[src/design/assert_macros.svh]
// Assertion macros for the hash table RTL.
// Included by the modules that carry concurrent checks; no other dependencies.
`ifndef ASSERT_MACROS_SVH
`define ASSERT_MACROS_SVH

`ifndef SYNTHESIS

// Same-cycle implication, sampled on the rising clock edge, off during reset.
`define DHT_ASSERT(lbl, clk, rst_n, ante, cons, msg) \
  lbl: assert property (@(posedge clk) disable iff (!rst_n) (ante) |-> (cons)) \
    else $error(msg);

// Next-cycle implication, sampled on the rising clock edge, off during reset.
`define DHT_ASSERT_NXT(lbl, clk, rst_n, ante, cons, msg) \
  lbl: assert property (@(posedge clk) disable iff (!rst_n) (ante) |=> (cons)) \
    else $error(msg);

`else

`define DHT_ASSERT(lbl, clk, rst_n, ante, cons, msg)
`define DHT_ASSERT_NXT(lbl, clk, rst_n, ante, cons, msg)

`endif

`endif

[src/design/dht_pkg.sv]
// Shared types and constants for the double hashing table.
// No dependencies; used by the controller, the datapath and the top level.
package dht_pkg;

  localparam int DHT_TABLE_SIZE  = 256;
  localparam int DHT_VALUE_WIDTH = 32;

  localparam int KEY_W = 31;
  localparam int CMD_W = 2;

  // Operation codes.
  localparam logic [CMD_W-1:0] CMD_ADD  = 2'd0;
  localparam logic [CMD_W-1:0] CMD_DEL  = 2'd1;
  localparam logic [CMD_W-1:0] CMD_LOOK = 2'd2;

  // The probe step is STEP_MOD minus the key modulo STEP_MOD.
  localparam logic [3:0]  STEP_MOD = 4'd13;
  // Reciprocal of STEP_MOD scaled by 2**S13; the quotient estimate is low by at most one.
  localparam int          S13      = 35;
  localparam logic [31:0] M13      = 32'((64'd1 << S13) / 64'd13);

  // Commands from the controller to the datapath.
  typedef struct packed {
    logic clear_en;
    logic load;
    logic probe_start;
    logic probe_run;
    logic commit;
  } dht_ctrl_t;

  // Status from the datapath to the controller.
  typedef struct packed {
    logic clear_last;
    logic chk_valid;
    logic iss_valid;
    logic hit;
    logic stop;
  } dht_stat_t;

endpackage

[src/design/dht_ctrl.sv]
// Controller state machine of the double hashing table.
// Depends on dht_pkg for the command and status structs.
module dht_ctrl import dht_pkg::*; (
  input  logic      clk,
  input  logic      rst_n,
  input  logic      in_valid,
  output logic      in_ready,
  output logic      out_valid,
  input  logic      out_ready,
  output logic      out_ok,
  output dht_ctrl_t ctrl_o,
  input  dht_stat_t stat_i
);

  typedef enum logic [6:0] {
    S_CLEAR = 7'b0000001,
    S_IDLE  = 7'b0000010,
    S_H1    = 7'b0000100,
    S_H2    = 7'b0001000,
    S_H3    = 7'b0010000,
    S_PROBE = 7'b0100000,
    S_DONE  = 7'b1000000
  } dht_state_t;

  dht_state_t state_r, state_nxt;
  logic       ok_r, ok_nxt;
  logic       out_valid_r, out_valid_nxt;
  logic       out_ok_r, out_ok_nxt;

  always_comb begin
    state_nxt     = state_r;
    ok_nxt        = ok_r;
    out_valid_nxt = out_valid_r;
    out_ok_nxt    = out_ok_r;
    ctrl_o        = '0;
    if (out_valid_r && out_ready) begin
      out_valid_nxt = 1'b0;
    end
    case (state_r)
      S_CLEAR: begin
        ctrl_o.clear_en = 1'b1;
        if (stat_i.clear_last) begin
          state_nxt = S_IDLE;
        end
      end
      S_IDLE: begin
        if (in_valid) begin
          ctrl_o.load = 1'b1;
          state_nxt   = S_H1;
        end
      end
      S_H1: state_nxt = S_H2;
      S_H2: state_nxt = S_H3;
      S_H3: begin
        ctrl_o.probe_start = 1'b1;
        state_nxt          = S_PROBE;
      end
      S_PROBE: begin
        ctrl_o.probe_run = 1'b1;
        if (stat_i.hit) begin
          ctrl_o.commit = 1'b1;
          ok_nxt        = 1'b1;
          state_nxt     = S_DONE;
        end else if (stat_i.stop || (!stat_i.chk_valid && !stat_i.iss_valid)) begin
          ok_nxt    = 1'b0;
          state_nxt = S_DONE;
        end
      end
      S_DONE: begin
        if (!out_valid_r || out_ready) begin
          out_valid_nxt = 1'b1;
          out_ok_nxt    = ok_r;
          state_nxt     = S_IDLE;
        end
      end
      default: state_nxt = S_CLEAR;
    endcase
  end

  always_ff @(posedge clk) begin
    if (!rst_n) begin
      state_r     <= S_CLEAR;
      out_valid_r <= 1'b0;
    end else begin
      state_r     <= state_nxt;
      out_valid_r <= out_valid_nxt;
    end
  end

  always_ff @(posedge clk) begin
    ok_r     <= ok_nxt;
    out_ok_r <= out_ok_nxt;
  end

  assign in_ready  = (state_r == S_IDLE);
  assign out_valid = out_valid_r;
  assign out_ok    = out_ok_r;

endmodule

[config.mk]
export PLATFORM = sky130hd
export DESIGN_NAME = dht_ctrl
export DESIGN_NICKNAME = d
export VERILOG_FILES = /design/src/design/assert_macros.svh /design/src/design/dht_pkg.sv /design/src/design/dht_ctrl.sv
export SDC_FILE = /design/constraint.sdc
export NUM_CORES = 1
export LEC_CHECK = 0
export ABC_AREA = 1
export BUFFER_PORTS_ARGS = -buffer_cell sky130_fd_sc_hd__buf_2
export CAP_MARGIN = 10
export CORE_UTILIZATION = 45
export DETAILED_ROUTE_END_ITERATION = 8
export PLACE_DENSITY = 0.7
export REMOVE_ABC_BUFFERS = 1
export SLEW_MARGIN = 20
export SYNTH_ARGS = -nofsm -noshare
export SYNTH_HDL_FRONTEND = slang
export SYNTH_SLANG_ARGS = --single-unit
[constraint.sdc]
create_clock -name clk -period 1.5 [get_ports clk]
set_clock_uncertainty 0.1 [all_clocks]
set_input_delay 0.15 -clock clk [delete_from_list [all_inputs] [get_ports clk]]
set_output_delay 0.15 -clock clk [all_outputs]
set_load 0.01 [all_outputs]
==> flow_summary.json <==
{
  "path_max_fanout": 4,
  "r2r_slack_ps": 70,
  "synth_top_area_share_pct": 25.0,
  "cts_sinks": 10,
  "rr_endpoint": "state_r[1]",
  "fillers": 111,
  "synth-async-reset-ratio_pct": 0,
  "holdPathStages": 2,
  "synthCells": 86,
  "dieArea_sq_mm": 0.00158,
  "synth_enable_flop_cells": 2,
  "max_freq_ghz": 0.665,
  "synth_area_leaders": "dfxtp_1, edfxtp_1, inv_1",
  "antenna_cells": 0,
  "pwr-share-clk_pct": 25.4,
  "yosysWarnings": 0,
  "leakage_uw": 0.000479,
  "cp-end-kind": "output port",
  "clkTransAtPathRegs_ps": 70,
  "core_region_area_sq_mm": 0.00132,
  "antenna_found_initial": 0,
  "hpwl_microns": 971,
  "die_h_microns": 39.8,
  "clock_path_buffers": 2,
  "drc": 0,
  "crit_required_ps": 1250,
  "arrival_ps": 1250,
  "num_rows": 13,
  "grt_usage_pct": 19.6,
  "detail_route.wl_per_cell_microns": 11.8,
  "syn_to_final_growth_pct": 38.8,
  "netSwitchingFraction_pct": 36.9,
  "cp-start-kind": "flop",
  "synth-compound-area-share_pct": 1.95,
  "fin_crit_sh_pct": 100,
  "ys_seq_area_share_pct": 34.3,
  "maxSlewViolCount": 0,
  "grt_pass1_wl_mm": 1.98,
  "post-route-min-period_ps": 1500,
  "pin_count": 17,
  "vias": 624,
  "clk_latency_ps": 280,
  "vias_per_cell": 4.84,
  "yosysTopAreaCell": "dfxtp_1",
  "synth_area_sq_um": 642,
  "synth_top_family_by_area": "simple AND/OR/NAND/NOR gates",
  "grt_setup_unrepaired": "true",
  "numCtsBuffers": 3,
  "finish.net_count": 124,
  "synth_fa_ha_area_share_pct": 0,
  "grt_pass1_vias": 499,
  "vdd_drop_max_uv": 567,
  "yosysUniqueCellTypes": 22,
  "p_int_uw": 510,
  "fp.dieW_microns": 39.8,
  "p_seq_share_pct": 38.1,
  "multi_input_area_sq_um": 378,
  "power_density_mw_per_mm2": 908,
  "wl_mm": 1.52,
  "holdPathEnd": "state_r[6]",
  "ys_ff_latch": 10,
  "io_buffers": 16,
  "synthMuxAreaShare_pct": 0,
  "setup_viol": 1,
  "grt_max_degree": 7,
  "p_switching_uw": 299,
  "seq_area_sq_um": 230,
  "finalWeightedCongestion": 0.879,
  "cts_root_buf": "clkbuf_4",
  "synth_common_cells": "inv_1, nand2_1, nor2_1, dfxtp_1, inv_2",
  "power_uw": 809,
  "antenna_left": 0,
  "synth-simple-area-share_pct": 50.1,
  "min_path_type": "input port to flop",
  "reg2reg_depth": 10,
  "whs_ps": 49.4,
  "max_slew.worst_pin.slew_ps": 279,
  "min-delay-start": "rst_n",
  "hold_violations": 0,
  "avgSynthCellArea_sq_um": 7.46,
  "postLayoutCoreUtil_pct": 67.6,
  "drive_above_1_share_pct": 59.6,
  "dr.pass1.iters": 4,
  "synthFlopType": "dfxtp_1",
  "drt_iter0_drc": 16,
  "power_frac_comb_pct": 36.5,
  "status": "complete, but fails checks",
  "setup_slack_ps": -2.78,
  "htreeDepth": 1,
  "cap_violations": 0,
  "crit_type": "flop to output port",
  "violations": "setup timing",
  "timing.slew.headroom_pct": 81.2,
  "initial_utilization_pct": 48.7,
  "cts_tree": "built",
  "r2r-start": "state_r[4]",
  "pre_cts_slack_ps": 230,
  "synth-xor-area-share_pct": 0,
  "grt-ovfl-total": 0
}
what timing repair did:
item	4_1_cts	5_1_grt
setup buffers	3	5
hold buffers	1	0
hold endpoints to repair	1	0
setup endpoints to repair	3	7
resized for setup	4	19
pin swaps	2	7
state kept, by name (all words and copies together), names as in the netlist:
register,count
out_ok,1
ok_r,1
out_valid,1
state_r,7
metrics by stage:
step	cells	setup TNS, ps	instance area, sq um
6_report	129	-2.78	891
2_1_floorplan	85	0	634
3_3_place_gp	116	0	733
3_5_place_dp	116	0	733
5_1_grt	129	-170	891
4_1_cts	124	-2.71	802
worst max-delay path by stage:
| stage | start | slack [ps] | depth (start not counted) | to |
|---|---|---|---|---|
| floorplan | state_r[3] | 300 | 5 | ok_r |
| detailed placement | state_r[1] | 230 | 9 | state_r[1] |
| CTS | state_r[6] | -3 | 4 | ctrl_o[0] |
| finish | state_r[2] | -3 | 6 | ctrl_o[0] |
| global route | state_r[2] | -60 | 6 | ctrl_o[0] |
| global placement | state_r[3] | 250 | 5 | ok_r |
routing by layer:
metal  global-route usage [%]  share of wire [%]
met5                        0                  0
met2                     29.9                 46
met4                     10.3                1.7
met1                     24.8                 47
met3                     5.11                5.5
power groups by stage:
stage | sequential, uW | clock [uW] | combinational, uW
detailed placement | 311 | 0 | 251
finish | 309 | 206 | 295
global route | 309 | 220 | 329
CTS | 306 | 204 | 283
floorplan | 308 | 0 | 199
global placement | 310 | 0 | 246
kinds of logic after synthesis:
kind of cell,count (synthesis)
flip-flops,10
AND/OR/NAND/NOR,52
AO/OA/AOI/OAI,2
buffers and inverters,22
placed cells by master, fill, tap and decap left out, drive strengths merged:
cell         netlist  layout
nand3              5       5
clkinv             1       2
dfxtp              8       8
dlygate4sd3        0       1
nand4              2       2
edfxtp             2       2
nor2              20      20
buf                1      24
clkbuf             0       3
nand2             19      19
o21a               1       1
inv               20      20
nor4               1       1
nor3               5       5
a21oi              1       1
area by class of cell:
class	count	area share, %
Tap cell	15	2.11
Inverter	21	9.83
Timing Repair Buffer	25	16.9
Clock buffer	3	2.53
Clock inverter	1	0.421
Multi-Input combinational cell	54	42.4
Sequential cell	10	25.8
critical path, stage by stage, from the launching register on:
cell and delay, ps:
dfxtp_2 330, inv_2 80, nand2_4 100, nor2_8 120, nand2_2 100, nor2_2 110
buf_2 140
No activity file was read; power rests on OpenSTA's default activity.
